### src/hdl/imu_angle_frame_parser_assert.svh
// Assertion macros for the inertial sensor angle frame parser.
`ifndef IMU_ANGLE_FRAME_PARSER_ASSERT_SVH
`define IMU_ANGLE_FRAME_PARSER_ASSERT_SVH

`ifndef SYNTHESIS

`define IAFP_ASSERT(lbl, ck, rs, prop) \
  lbl: assert property (@(posedge ck) disable iff (rs) prop) \
    else $error("iafp assertion failed");

`define IAFP_ASSERT_NEVER(lbl, ck, rs, expr) \
  lbl: assert property (@(posedge ck) disable iff (rs) !(expr)) \
    else $error("iafp forbidden condition");

`else

`define IAFP_ASSERT(lbl, ck, rs, prop)

`define IAFP_ASSERT_NEVER(lbl, ck, rs, expr)

`endif

`endif

### src/hdl/iafp_pkg.sv
// Package: constants, types and angle scaling for the angle frame parser.
`default_nettype none

package iafp_pkg;

  localparam int FRAME_LEN = 11;

  localparam logic [3:0] LAST_IDX   = 4'(FRAME_LEN - 1);
  localparam logic [3:0] STORE_LEN  = 4'd8;
  localparam logic [7:0] HDR0       = 8'h55;
  localparam logic [7:0] HDR1       = 8'h53;
  localparam logic [16:0] ANGLE_OFFSET = 17'd46080;

  typedef logic signed [16:0] angle_t;

  typedef struct packed {
    logic [15:0] roll_code;
    logic [15:0] pitch_code;
    logic [15:0] yaw_code;
  } frame_codes_t;

  // floor(code*45/32) for a signed 16-bit code, via the biased form
  function automatic angle_t scale_angle(input logic [15:0] code);
    logic [15:0] biased;
    logic [21:0] prod;
    logic [16:0] scaled;
    biased = code ^ 16'h8000;
    prod   = {1'b0, biased, 5'b0} + {3'b0, biased, 3'b0}
           + {4'b0, biased, 2'b0} + {6'b0, biased};
    scaled = prod[21:5];
    return $signed(scaled - ANGLE_OFFSET);
  endfunction

endpackage

`default_nettype wire

### src/hdl/iafp_byte_if.sv
// Byte channel: one received byte and its burst end flag per item.
`default_nettype none

interface iafp_byte_if;
  logic       valid;
  logic       ready;
  logic [7:0] rx_byte;
  logic       burst_end;

  modport source (output valid, rx_byte, burst_end, input ready);
  modport sink   (input valid, rx_byte, burst_end, output ready);
endinterface

`default_nettype wire

### src/hdl/iafp_angle_if.sv
// Angle channel: roll, pitch and yaw of one good frame per item.
`default_nettype none

interface iafp_angle_if;
  logic                valid;
  logic                ready;
  iafp_pkg::angle_t    roll_angle;
  iafp_pkg::angle_t    pitch_angle;
  iafp_pkg::angle_t    yaw_angle;

  modport source (output valid, roll_angle, pitch_angle, yaw_angle, input ready);
  modport sink   (input valid, roll_angle, pitch_angle, yaw_angle, output ready);
endinterface

`default_nettype wire

### src/hdl/iafp_frame_acc.sv
// Frame accumulator: byte count, running sum, stored bytes and frame check.
`default_nettype none

module iafp_frame_acc (
  input  wire logic                   clk,
  input  wire logic                   rst,
  iafp_byte_if.sink                   byte_in,
  output logic                        frame_valid,
  input  wire logic                   frame_ready,
  output iafp_pkg::frame_codes_t      frame_codes
);

  logic [3:0] byte_count;
  logic [7:0] running_sum;
  logic [7:0] frame_bytes [8];
  logic       accept;
  logic       completing;
  logic       good;

  assign byte_in.ready = !frame_valid || frame_ready;
  assign accept        = byte_in.valid && byte_in.ready;
  assign completing    = (byte_count >= iafp_pkg::LAST_IDX);
  assign good          = (frame_bytes[0] == iafp_pkg::HDR0)
                      && (frame_bytes[1] == iafp_pkg::HDR1)
                      && (byte_in.rx_byte == running_sum);

  always_ff @(posedge clk) begin
    if (rst) begin
      byte_count  <= '0;
      running_sum <= '0;
      frame_valid <= 1'b0;
    end else begin
      if (frame_ready) begin
        frame_valid <= 1'b0;
      end
      if (accept) begin
        if (!completing) begin
          running_sum <= running_sum + byte_in.rx_byte;
          byte_count  <= byte_count + 4'd1;
        end else begin
          if (good) begin
            frame_valid <= 1'b1;
          end
          running_sum <= '0;
          byte_count  <= '0;
        end
        if (byte_in.burst_end) begin
          running_sum <= '0;
          byte_count  <= '0;
        end
      end
    end
  end

  // payload: angle bytes only ever land at offsets below eight
  always_ff @(posedge clk) begin
    if (accept && (byte_count < iafp_pkg::STORE_LEN)) begin
      frame_bytes[byte_count[2:0]] <= byte_in.rx_byte;
    end
    if (accept && completing && good) begin
      frame_codes.roll_code  <= {frame_bytes[3], frame_bytes[2]};
      frame_codes.pitch_code <= {frame_bytes[5], frame_bytes[4]};
      frame_codes.yaw_code   <= {frame_bytes[7], frame_bytes[6]};
    end
  end

endmodule

`default_nettype wire

### src/hdl/iafp_angle_scale.sv
// Angle scaling stage: codes to 1/256 degree into the result register.
`default_nettype none

module iafp_angle_scale (
  input  wire logic                   clk,
  input  wire logic                   rst,
  input  wire logic                   frame_valid,
  output logic                        frame_ready,
  input  wire iafp_pkg::frame_codes_t frame_codes,
  iafp_angle_if.source                angle_out
);

  logic load;

  assign frame_ready = !angle_out.valid || angle_out.ready;
  assign load        = frame_valid && frame_ready;

  always_ff @(posedge clk) begin
    if (rst) begin
      angle_out.valid <= 1'b0;
    end else if (load) begin
      angle_out.valid <= 1'b1;
    end else if (angle_out.ready) begin
      angle_out.valid <= 1'b0;
    end
  end

  always_ff @(posedge clk) begin
    if (load) begin
      angle_out.roll_angle  <= iafp_pkg::scale_angle(frame_codes.roll_code);
      angle_out.pitch_angle <= iafp_pkg::scale_angle(frame_codes.pitch_code);
      angle_out.yaw_angle   <= iafp_pkg::scale_angle(frame_codes.yaw_code);
    end
  end

endmodule

`default_nettype wire

### src/hdl/imu_angle_frame_parser.sv
// Top level of the inertial sensor angle frame parser.
//
//   channel    dir  payload                                  per item
//   byte_in    in   rx_byte[7:0], burst_end                  one frame byte
//   angle_out  out  roll/pitch/yaw_angle, signed [16:0]      one good frame
//
// One byte is taken per cycle while byte_in.ready is high; a good frame's
// angles go from its checksum byte into the frame check register, then
// through scaling into the result register. Reset clears the count, the sum
// and both valid flags; stored bytes are not cleared. A stalled result holds;
// bytes keep flowing until the check register is also full.
`default_nettype none
`include "imu_angle_frame_parser_assert.svh"

module imu_angle_frame_parser (
  input  wire logic     clk,
  input  wire logic     rst,
  iafp_byte_if.sink     byte_in,
  iafp_angle_if.source  angle_out
);

  logic                   frame_valid;
  logic                   frame_ready;
  iafp_pkg::frame_codes_t frame_codes;

  iafp_frame_acc u_acc (
    .clk         (clk),
    .rst         (rst),
    .byte_in     (byte_in),
    .frame_valid (frame_valid),
    .frame_ready (frame_ready),
    .frame_codes (frame_codes)
  );

  iafp_angle_scale u_scale (
    .clk         (clk),
    .rst         (rst),
    .frame_valid (frame_valid),
    .frame_ready (frame_ready),
    .frame_codes (frame_codes),
    .angle_out   (angle_out)
  );

  `IAFP_ASSERT(a_frame_held, clk, rst, frame_valid && !frame_ready |=> frame_valid && $stable(frame_codes))
  `IAFP_ASSERT(a_frame_to_result, clk, rst, frame_valid && frame_ready |=> angle_out.valid)
  `IAFP_ASSERT_NEVER(a_no_overrun, clk, rst, angle_out.valid && !angle_out.ready && frame_valid && byte_in.ready)

endmodule

`default_nettype wire
### src/flat_wrapper.sv
// flat-port wrapper written by rule: the top's interface ports become plain ports
module imu_angle_frame_parser_flat 
  (clk, rst, byte_in_valid, byte_in_rx_byte, byte_in_burst_end, byte_in_ready, angle_out_valid, angle_out_roll_angle, angle_out_pitch_angle, angle_out_yaw_angle, angle_out_ready);
  iafp_byte_if byte_in_i ();
  iafp_angle_if angle_out_i ();
  input  wire logic clk;
  input  wire logic rst;
  input wire logic [$bits(byte_in_i.valid)-1:0] byte_in_valid;
  input wire logic [$bits(byte_in_i.rx_byte)-1:0] byte_in_rx_byte;
  input wire logic [$bits(byte_in_i.burst_end)-1:0] byte_in_burst_end;
  output wire logic [$bits(byte_in_i.ready)-1:0] byte_in_ready;
  output wire logic [$bits(angle_out_i.valid)-1:0] angle_out_valid;
  output wire logic [$bits(angle_out_i.roll_angle)-1:0] angle_out_roll_angle;
  output wire logic [$bits(angle_out_i.pitch_angle)-1:0] angle_out_pitch_angle;
  output wire logic [$bits(angle_out_i.yaw_angle)-1:0] angle_out_yaw_angle;
  input wire logic [$bits(angle_out_i.ready)-1:0] angle_out_ready;
  assign byte_in_i.valid = byte_in_valid;
  assign byte_in_i.rx_byte = byte_in_rx_byte;
  assign byte_in_i.burst_end = byte_in_burst_end;
  assign byte_in_ready = byte_in_i.ready;
  assign angle_out_valid = angle_out_i.valid;
  assign angle_out_roll_angle = angle_out_i.roll_angle;
  assign angle_out_pitch_angle = angle_out_i.pitch_angle;
  assign angle_out_yaw_angle = angle_out_i.yaw_angle;
  assign angle_out_i.ready = angle_out_ready;
  imu_angle_frame_parser u_core (.clk(clk), .rst(rst), .byte_in(byte_in_i), .angle_out(angle_out_i));
endmodule
### config.mk
export PLATFORM = sky130hd
export DESIGN_NAME = imu_angle_frame_parser_flat
export DESIGN_NICKNAME = d
export VERILOG_FILES = /design/src/hdl/iafp_pkg.sv /design/src/hdl/iafp_byte_if.sv /design/src/hdl/iafp_angle_if.sv /design/src/hdl/iafp_frame_acc.sv /design/src/hdl/iafp_angle_scale.sv /design/src/hdl/imu_angle_frame_parser.sv /design/src/flat_wrapper.sv
export VERILOG_INCLUDE_DIRS = /design/src /design/src/hdl
export SDC_FILE = /design/constraint.sdc
export NUM_CORES = 1
export LEC_CHECK = 0
export BUFFER_PORTS_ARGS = -buffer_cell sky130_fd_sc_hd__buf_2
export CAP_MARGIN = 10
export CORE_MARGIN = 4
export CORE_UTILIZATION = 24
export DETAILED_ROUTE_END_ITERATION = 8
export SLEW_MARGIN = 15
export SYNTH_ARGS = -nofsm -noshare
export SYNTH_HDL_FRONTEND = slang
export SYNTH_SLANG_ARGS = --single-unit
### constraint.sdc
create_clock -name clk -period 3.8 [get_ports clk]
set_input_delay 0.76 -clock clk [delete_from_list [all_inputs] [get_ports clk]]
set_output_delay 0.76 -clock clk [all_outputs]
set_load 0.02 [all_outputs]
==> impl_metrics.toml, run 1 <==
[pwr]
clock_power_share_pct = 43.7
swShare_pct = 21.98
power_frac_comb_pct = 2.2
p_total_w = 0.003931
p_per_area_nw_per_um2 = 276.9
internal_power_w = 0.003067
peakVddDrop_mv = 0.3069
p_sw_w = 0.0008639
power_frac_seq_pct = 54.1
power_leakage_nw = 5.855

[clock_network]
cts_root_buf = "clkbuf_16"
cts_buffers = 17
clock_latency_ns = 0.44
htree_num_levels = 4
cts.clk_slew.worst_paths_ns = 0.07
cts_tree = "built"
cts_sinks = 177
cts_buffer_depth = 2

[job]
cap_violations = 0

[final_layout]
fill_cells = 4465
final_area_um2 = 14200
layout-drive-gt1-share_pct = 33.36
fin_cells = 1727
fin_util_pct = 31.90
area_growth_pct = 30.50
finalNetCount = 1293

[yosys]
yosysMostFrequentCell = "edfxtp_1"
yosysTopAreaCellShare_pct = 44.99
async_flop_share_pct = 0
synth_area_leader_cell = "edfxtp_1"
synth_area_leaders = "edfxtp_1 45%, fa_1 15%, ha_1 9.3%, inv_1 5.5%, xnor2_1 3.1%"
synth_nets = 1059
ys_seq_area_share_pct = 47.57
avgSynthCellArea_um2 = 12.32
yosys_warnings = 0
synth_flop_cell = "edfxtp_1"
synth_cell_types = 67
syn_area_um2 = 10880
netlist_instances = 883
synth-seq-cells = 177
synthTopCellsByCount = "163 x edfxtp_1, 158 x inv_1, 82 x fa_1"
synth_edf_count = 163

[worst_setup_path]
critical_path_class = "reg2reg"
slowest_stage = "fa_2"
cpPeakStageDelay_ns = 0.56
rr_worst_depth = 16
worstPathArrival_ns = 4.14
timing.rr.end = "u_core.u_scale.angle_out.roll_angle[16]$_DFFE_PP_"
cp_cell_sequence = "inv_2 -> fa_1 -> inv_1 -> fa_2 -> inv_2 -> fa_2 -> nor2b_4 -> o211ai_1 -> a221oi_2 -> or3_1 -> a21oi_2 -> xor2_1 -> ha_2 -> a211o_1 -> a21oi_2 -> xnor2_1"
crit_path_max_fanout = 2
required_ns = 3.99
reg2reg_slack_ns = -0.14
start_kind = "flop"
reg2reg_from = "u_core.u_acc.frame_codes[32]$_DFFE_PP_"
crit_path_end_kind = "flop"

[timing]
setup_ws_ns = -0.1439
tightestPinTransition_ns = 0.7611
finalCriticalPeriod_ns = 3.944
max_freq_mhz = 253.6
rsz0062_at_grt = "yes"
skew_ns = 0.009356
drv_slew = 0
finalHoldViolCount = 0
setup_viol = 9
relSlewSlack_pct = 49.26
fin_crit_sh_pct = 103.8

[floorplan]
fp.dieArea_um2 = 48800
start_util_pct = 24.44
die_h_um = 220.9
ios = 66
core_area_um2 = 44510
rows = 77
chipWidth_um = 220.9

[detailed_routing]
drt_iter0_drc = 226
drc_errors = 0
antenna_left = 0
wl_mm = 22.35
vias = 7160
vias_per_cell = 4.146
route.detailed.wl_per_inst_um = 12.94
drt_pass1_iterations = 6

[global_routing]
globalRouteMet1Util_pct = 11.56
grt_use_met2_pct = 15.60
grt_pass1_wl_mm = 36.83
grt_pass1_vias = 7497
grt_usage_pct = 9.210
antenna_found_initial = 5
top_usage_layer = "met2"
grt_max_degree = 52
overflow = 0
use_met3_pct = 2.253

[placed_design]
dp_hpwl_mm = 16.28
io_buffers = 65
dp.cells = 1665
gp_congestion = 0.7800
dp_slack_ns = -0.2332
placed_cell_area_um2 = 12990

[worst_hold_path]
whs_path_depth = 0
min-delay-start = "u_core.u_acc.frame_bytes[6][1]$_DFFE_PP_"
hold_class = "reg2reg"
worstHoldEndpoint = "u_core.u_acc.frame_codes[1]$_DFFE_PP_"

[status]
violations = "negative setup slack"
status = "finished, violations left"
## area by class of cell
class	count	area, um^2	share of cell area (%)
flip-flops and latches	177	5175	36.45
inverters	158	593.1	4.177
multi-input cells	540	5587	39.35
well taps	592	740.7	5.217
diodes	5	12.51	0.08813
clock inverters	13	126.4	0.8901
clock buffers	19	432.9	3.049
repair buffers	223	1530	10.78
## per-stage QoR
step / TNS (ns) / hold slack [ns]
global placement: -0.6203 / 0.4008
finish: -0.4955 / 0.4189
global route: -2.451 / 0.4233
CTS: -0.3027 / 0.4217
detailed placement: -1.259 / 0.4045
floorplan: -0.04398 / 0.4003
## flip-flops by register name, summed over array words and instances, names as in the netlist
register                              cells
u_core.u_acc.frame_valid                  1
u_core.u_acc.byte_count                   4
u_core.u_scale.angle_out.roll_angle      17
u_core.u_acc.running_sum                  8
u_core.u_scale.angle_out.valid            1
u_core.u_scale.angle_out.pitch_angle     17
u_core.u_acc.frame_bytes                 64
u_core.u_acc.frame_codes                 48
u_core.u_scale.angle_out.yaw_angle       17
## cell families (layout without fill, tap and decap cells)
kind of cell	after synthesis	in the layout	synth area share [%]
adder cells (fa/ha/maj)	163	163	24.40
multiplexers	2	2	0.1840
other	0	5	0
buffers and inverters	166	413	5.727
XOR/XNOR	60	60	4.830
AO/OA/AOI/OAI	146	146	9.040
flip-flops	177	177	47.57
AND/OR/NAND/NOR	169	169	8.246
## timing repair
item,CTS,global route
pin swaps,31,47
resized for setup,41,67
hold buffers,0,0
setup endpoints to repair,10,14
buffers inserted,10,16
## placed cells by master, fill, tap and decap left out, types with 6 or more instances in the layout
cell,netlist,final
edfxtp_1,163,163
inv_2,0,32
a21oi_1,50,37
ha_4,0,12
nand2b_1,8,8
clkbuf_16,0,17
inv_1,158,125
buf_4,0,153
nor2_1,36,34
ha_1,81,64
xor2_1,22,21
and3_1,6,6
nand3_1,16,14
nand4_1,7,7
a21o_1,11,11
o21ai_2,0,6
nor4_1,6,6
dfxtp_1,14,14
a21oi_2,2,13
nand2_1,37,36
nor3_1,12,8
buf_2,0,65
o21ai_0,23,16
nor2b_1,12,8
fa_1,82,78
xnor2_1,38,35
## per-layer routing
layer / vias to the layer above / routed length (um)
li1: 3536 / -
met1: 3513 / 10150
met2: 85 / 11050
met3: 24 / 747
met4: 2 / 385
met5: - / 12
## power by group through the flow
| stage | clock network (W) | logic (W) | registers [W] |
|---|---|---|---|
| floorplan | 0 | 0.0000483 | 0.00217 |
| global placement | 0 | 0.0000846 | 0.00217 |
| detailed placement | 0 | 0.0000882 | 0.00217 |
| CTS | 0.00179 | 0.0000886 | 0.00213 |
| global route | 0.00187 | 0.0000981 | 0.00213 |
| finish | 0.00172 | 0.0000871 | 0.00213 |
## how the worst max path moves through the flow
| stage | start | endpoint | slack [ns] |
|---|---|---|---|
| final | u_core.u_acc.frame_codes[32]$_DFFE_PP_ | u_core.u_scale.angle_out.roll_angle[16]$_DFFE_PP_ | -0.14 |
| after global routing | u_core.u_acc.frame_codes[32]$_DFFE_PP_ | u_core.u_scale.angle_out.roll_angle[16]$_DFFE_PP_ | -0.32 |
| after CTS | u_core.u_acc.frame_codes[32]$_DFFE_PP_ | u_core.u_scale.angle_out.roll_angle[16]$_DFFE_PP_ | -0.12 |
| after detailed placement | u_core.u_acc.frame_codes[34]$_DFFE_PP_ | u_core.u_scale.angle_out.roll_angle[16]$_DFFE_PP_ | -0.23 |
| after global placement | u_core.u_acc.frame_codes[34]$_DFFE_PP_ | u_core.u_scale.angle_out.roll_angle[16]$_DFFE_PP_ | -0.15 |
| after floorplan | u_core.u_acc.frame_codes[32]$_DFFE_PP_ | u_core.u_scale.angle_out.roll_angle[16]$_DFFE_PP_ | -0.03 |
## critical path: cells and delay by family, from the launching register on
| family | cells | cell delay (ns) |
|---|---|---|
| AOI/OAI and AO/OA | 5 | 0.97 |
| xor gates and xnor gates | 2 | 0.24 |
| adders and majority gates | 4 | 1.68 |
| buffers and inverters | 3 | 0.15 |
| DFF | 1 | 0.37 |
| and+or+nand+nor | 2 | 0.29 |
Power figures use the tool's default switching activity.
==> inputs of run 2 (changes only) <==
--- a/config.mk
+++ b/config.mk
@@ -11,7 +11,9 @@
 export CORE_MARGIN = 4
 export CORE_UTILIZATION = 24
 export DETAILED_ROUTE_END_ITERATION = 8
+export GPL_ROUTABILITY_DRIVEN = 0
 export SLEW_MARGIN = 15
 export SYNTH_ARGS = -nofsm -noshare
 export SYNTH_HDL_FRONTEND = slang
+export SYNTH_HIERARCHICAL = 1
 export SYNTH_SLANG_ARGS = --single-unit
==> impl_metrics.toml, run 2 <==
[detailed_routing]
wl_mm = 21.80
drc_errors = 0
route.detailed.wl_per_inst_um = 12.63
antenna_left = 0
top_layer = "met5"
wl_met1_mm = 10.04
wl_met3_um = 803
drt_pass1_iterations = 4
wl_met2_mm = 10.55
vias_per_cell = 4.105
drt_iter0_drc = 265
vias = 7085

[floorplan]
fp.dieArea_um2 = 48580
ios = 66
die_h_um = 220.4
chipWidth_um = 220.4
rows = 77
core_area_um2 = 44410
start_util_pct = 24.38

[worst_setup_path]
start_kind = "flop"
required_ns = 4.00
critical_path_class = "reg2reg"
timing.rr.end = "u_core/u_scale/angle_out.roll_angle[16]$_DFFE_PP_"
path_common_cell = "inv_2"
crit_family = "compound AO/OA/AOI/OAI gates"
cp_cell_sequence = "inv_2 -> fa_1 -> inv_2 -> fa_1 -> inv_2 -> fa_2 -> nor2b_4 -> o31a_1 -> o41ai_4 -> o211ai_1 -> a211o_1 -> nand4_1 -> buf_4 -> and3b_1 -> mux2i_1 -> o211a_1"
rr_worst_depth = 16
crit_path_max_fanout = 4
reg2reg_from = "u_core/u_acc/frame_codes[34]$_DFFE_PP_"
slowest_stage = "fa_1"
worstPathArrival_ns = 4.27
cpPeakStageDelay_ns = 0.52
crit_path_end_kind = "flop"
reg2reg_slack_ns = -0.28
crit_buf_inv = 4

[clock_network]
cts_root_buf = "clkbuf_16"
cts_sinks = 177
cts_buffers = 17
clock_latency_ns = 0.44
cts.clk_slew.worst_paths_ns = 0.07
cts_buffer_depth = 2
cts_tree = "built"
htree_num_levels = 4

[yosys]
async_flop_share_pct = 0
synth_area_leader_cell = "edfxtp_1"
synth_area_leaders = "edfxtp_1 45%, fa_1 15%, ha_1 9.4%, inv_1 5.4%, xnor2_1 2.8%"
synth_top_family_by_area = "adder cells"
synth_nets = 1051
yosys.area_share.simple_pct = 8.215
synthTopCellsByCount = "163 x edfxtp_1, 156 x inv_1, 82 x fa_1"
syn_area_um2 = 10830
yosysTopAreaCellShare_pct = 45.20
synth.area.mux_share_pct = 0.1849
synth-seq-cells = 177
avgSynthCellArea_um2 = 12.38
ys_seq_area_share_pct = 47.79
synth_edf_count = 163
synth_cell_types = 63
yosys_warnings = 6
synth-xor-area-share_pct = 4.287
yosysMostFrequentCell = "edfxtp_1"
synth-adder-area-share_pct = 24.52
netlist_instances = 875
synth_flop_cell = "edfxtp_1"
synth_compound_area_share_pct = 9.301

[timing]
max_freq_mhz = 245.3
skew_ns = 0.01126
finalCriticalPeriod_ns = 4.077
tightestPinTransition_ns = 0.7192
fin_crit_sh_pct = 107.3
drv_slew = 0
rsz0062_at_grt = "yes"
setup_ws_ns = -0.2770
setup_viol = 7
tns_ns = -0.9038
finalHoldViolCount = 0
relSlewSlack_pct = 51.87

[final_layout]
final_common_cell = "edfxtp_1"
area_growth_pct = 31.09
finalNetCount = 1294
fill_cells = 4364
final_cell_mix = "163 x edfxtp_1, 156 x buf_4, 119 x inv_1"
layout-drive-gt1-share_pct = 33.16
multi_input_area_um2 = 5533
largest_reg_flops = 64
ff_latch_area_um2 = 5175

[worst_hold_path]
worstHoldEndpoint = "u_core/u_acc/frame_codes[24]$_DFFE_PP_"
hold_class = "reg2reg"
whs_path_depth = 0
min-delay-start = "u_core/u_acc/frame_bytes[5][0]$_DFFE_PP_"

[placed_design]
dp_slack_ns = -0.3111
io_buffers = 65
dp_hpwl_mm = 15.99

[pwr]
p_per_area_nw_per_um2 = 274.3
power_leakage_nw = 5.888
p_total_w = 0.003894
peakVddDrop_mv = 0.2008

[status]
violations = "negative setup slack"
status = "finished, violations left"

[global_routing]
grt_pass1_vias = 7350
antenna_found_initial = 4
grt_pass1_wl_mm = 36.31
grt_max_degree = 49
grt_usage_pct = 9.281
overflow = 0

[job]
cap_violations = 0
-- run 2: cell count changes after synthesis, sizes merged, moves of 6 or more --
cell,previous run,this run
nor2b,12,6
nor2,36,50
o21a,5,11
nor3,13,20
o21ai,25,18
a31oi,2,8
a21oi,52,42
nand2,37,28
-- run 2: how the worst max path moves through the flow --
stage | slack, ns | depth (start not counted) | from | to
after floorplan | -0.09 | 14 | u_core/u_acc/frame_codes[20]$_DFFE_PP_ | u_core/u_scale/angle_out.pitch_angle[15]$_DFFE_PP_
after global placement | -0.25 | 18 | u_core/u_acc/frame_codes[34]$_DFFE_PP_ | u_core/u_scale/angle_out.roll_angle[16]$_DFFE_PP_
after detailed placement | -0.31 | 18 | u_core/u_acc/frame_codes[34]$_DFFE_PP_ | u_core/u_scale/angle_out.roll_angle[16]$_DFFE_PP_
after CTS | -0.22 | 18 | u_core/u_acc/frame_codes[35]$_DFFE_PP_ | u_core/u_scale/angle_out.roll_angle[16]$_DFFE_PP_
after global routing | -0.46 | 16 | u_core/u_acc/frame_codes[35]$_DFFE_PP_ | u_core/u_scale/angle_out.roll_angle[16]$_DFFE_PP_
final | -0.28 | 16 | u_core/u_acc/frame_codes[34]$_DFFE_PP_ | u_core/u_scale/angle_out.roll_angle[16]$_DFFE_PP_
-- run 2: routing by layer --
layer | track usage [%] | up-vias
met4 | 2.910 | 4
met3 | 2.335 | 24
met2 | 15.37 | 88
li1 | - | 3525
met5 | 0 | -
met1 | 11.98 | 3444
-- run 2: timing repair --
item / 4_1_cts / 5_1_grt
setup buffers: 17 / 12
pin swaps: 27 / 59
gates resized for setup: 31 / 72
hold buffers: 0 / 0
setup endpoints to repair: 13 / 17
-- run 2: logic make-up after synthesis --
| kind of cell | after synthesis |
|---|---|
| xor gates and xnor gates | 53 |
| buffers and inverters | 162 |
| muxes | 2 |
| adders and majority gates | 163 |
| AOI/OAI and AO/OA | 146 |
| DFF | 177 |
| and+or+nand+nor | 172 |
-- run 2: area by class of cell --
type,instances,area share (%)
flip-flops and latches,177,36.45
well taps,592,5.218
clock inverters,14,0.8373
diodes,3,0.05288
repair buffers,230,11.32
multi-input cells,536,38.97
inverters,156,4.125
clock buffers,18,3.023
-- run 2: power by group --
group	internal [W]	switching [W]	total, W
clock	0.000860	0.000813	0.00167
combinational	0.0000323	0.0000626	0.0000949
sequential	0.00212	0.00000653	0.00213
-- run 2: per-stage QoR --
stage	std cells	util [%]	hold WS, ns	instance area, um^2
6_report	1726	31.96	0.4209	14200
5_1_grt	1724	31.95	0.4250	14190
4_1_cts	1714	31.07	0.4208	13800
3_5_place_dp	1666	29.29	0.4045	13010
3_3_place_gp	1666	29.29	0.4032	13010
2_1_floorplan	875	-	0.4003	10910
==> inputs of run 3 (changes only) <==
--- a/config.mk
+++ b/config.mk
@@ -9,9 +9,10 @@
 export BUFFER_PORTS_ARGS = -buffer_cell sky130_fd_sc_hd__buf_2
 export CAP_MARGIN = 10
 export CORE_MARGIN = 4
-export CORE_UTILIZATION = 24
+export CORE_UTILIZATION = 56
 export DETAILED_ROUTE_END_ITERATION = 8
 export GPL_ROUTABILITY_DRIVEN = 0
+export PLACE_DENSITY = 0.77
 export SLEW_MARGIN = 15
 export SYNTH_ARGS = -nofsm -noshare
 export SYNTH_HDL_FRONTEND = slang
==> impl_metrics.toml, run 3 (same netlist as run 2, synthesis figures left out) <==
[status]
status = "finished, violations left"
violations = "negative setup slack"

[worst_setup_path]
critical_path_class = "reg2reg"
timing.rr.end = "u_core/u_scale/angle_out.roll_angle[16]$_DFFE_PP_"
crit_path_max_fanout = 3
crit_end = "u_core/u_scale/angle_out.roll_angle[16]$_DFFE_PP_"
worstPathArrival_ns = 4.29
start_kind = "flop"
rr_worst_depth = 17
required_ns = 3.98
crit_path_end_kind = "flop"
reg2reg_from = "u_core/u_acc/frame_codes[35]$_DFFE_PP_"
startpoint = "u_core/u_acc/frame_codes[35]$_DFFE_PP_"
reg2reg_slack_ns = -0.31

[floorplan]
fp.dieArea_um2 = 21630
start_util_pct = 57.32
chipWidth_um = 147.1
ios = 66
rows = 50
die_h_um = 147.1
core_area_um2 = 18890

[final_layout]
finalNetCount = 1293
fin_cells = 1390
fill_cells = 1181
fin_util_pct = 72.08
area_growth_pct = 25.75
antenna_cells = 0
layout-drive-gt1-share_pct = 31.33
final_common_cell = "edfxtp_1"
final_cell_mix = "163 x edfxtp_1, 157 x buf_4, 121 x inv_1"
largest_reg_flops = 64

[worst_hold_path]
hold_class = "reg2reg"
min-delay-start = "u_core/u_acc/frame_bytes[3][3]$_DFFE_PP_"

[clock_network]
clock_latency_ns = 0.43
htree_num_levels = 4
cts_buffers = 17
cts_tree = "built"
cts.clk_slew.worst_paths_ns = 0.07
cts_buffer_depth = 2
cts_sinks = 177
cts_root_buf = "clkbuf_16"

[timing]
relSlewSlack_pct = 51.99
max_freq_mhz = 243.6
skew_ns = 0.008685
tightestPinTransition_ns = 0.7174
worst_hold_slack_ns = 0.4174
rsz0062_at_grt = "yes"
finalHoldViolCount = 0
setup_viol = 8
finalCriticalPeriod_ns = 4.105
setup_ws_ns = -0.3052
fin_crit_sh_pct = 108.0
drv_slew = 0

[pwr]
p_per_area_nw_per_um2 = 289.5
power_leakage_nw = 5.883
p_total_w = 0.003943
peakVddDrop_mv = 0.4019

[detailed_routing]
drc_errors = 0
wl_mm = 21.93
drt_iter0_drc = 361
route.detailed.wl_per_inst_um = 15.77
vias = 7322
antenna_left = 0
drt_pass1_iterations = 4
vias_per_cell = 5.268

[global_routing]
overflow = 0
grt_usage_pct = 20.76
antenna_found_initial = 0
grt_max_degree = 49
grt_pass1_wl_mm = 35.89
grt_pass1_vias = 7562

[job]
cap_violations = 0

[placed_design]
io_buffers = 65
dp.cells = 1332
dp_hpwl_mm = 15.18
## run 3: per-layer routing
metal,vias to the layer above,routed length (um),global-route usage (%),part of all wire [%]
li1,3526,-,-,-
met1,3607,9218,25.98,42
met2,152,11460,36.68,52
met3,37,773,3.208,3.5
met4,0,468,7.689,2.1
met5,-,0,0,0
## run 3: timing repair
item                                    4_1_cts  5_1_grt
gates resized for setup                      37       34
buffers inserted                             17        9
hold buffers                                  0        0
endpoints found under the setup margin       15       18
pin swaps                                    38       25
## run 3: how the worst min path moves through the flow
stage | to | slack [ns] | cells after the start
2_1_floorplan | u_core/u_acc/frame_codes[0]$_DFFE_PP_ | 0.40 | 0
3_3_place_gp | u_core/u_acc/frame_codes[41]$_DFFE_PP_ | 0.40 | 0
3_5_place_dp | u_core/u_acc/frame_codes[0]$_DFFE_PP_ | 0.40 | 0
4_1_cts | u_core/u_acc/frame_codes[43]$_DFFE_PP_ | 0.42 | 0
5_1_grt | u_core/u_acc/frame_codes[22]$_DFFE_PP_ | 0.42 | 0
6_report | u_core/u_acc/frame_codes[43]$_DFFE_PP_ | 0.42 | 0
## run 3: metrics by stage
stage | instance area, um^2 | TNS [ns] | worst slack (ns)
2_1_floorplan | 10910 | -0.1952 | -0.08549
3_3_place_gp | 12580 | -0.8901 | -0.1633
3_5_place_dp | 12580 | -2.031 | -0.3064
4_1_cts | 13430 | -1.188 | -0.3146
5_1_grt | 13620 | -3.310 | -0.4719
6_report | 13620 | -1.385 | -0.3052
## run 3: critical path: stages (launching register included)
cell and delay (ns):
edfxtp_1 0.40, inv_2 0.12, fa_1 0.46, fa_1 0.55, inv_2 0.06, ha_4 0.22
nor2b_4 0.12, o31a_1 0.31, o41ai_4 0.34, o21ai_1 0.12, nor2_1 0.14, xnor2_1 0.11
inv_1 0.11, ha_4 0.15, inv_2 0.04, and4_1 0.18, o221a_1 0.21, o211a_1 0.20
## run 3: area by class of cell
| cell class | instances | area (um^2) | share of cell area, % |
|---|---|---|---|
| inverters | 156 | 585.6 | 4.300 |
| repair buffers | 229 | 1592 | 11.69 |
| clock inverters | 15 | 146.4 | 1.075 |
| multi-input cells | 536 | 5369 | 39.42 |
| well taps | 260 | 325.3 | 2.389 |
| flip-flops and latches | 177 | 5175 | 38.00 |
| clock buffers | 17 | 425.4 | 3.124 |
## run 3: power by group
group / internal, W / leakage [nW] / switching [W]
Combinational: 0.0000315 / 4.02 / 0.0000600
Sequential: 0.00212 / 1.58 / 0.00000726
Clock: 0.000924 / 0.281 / 0.000800
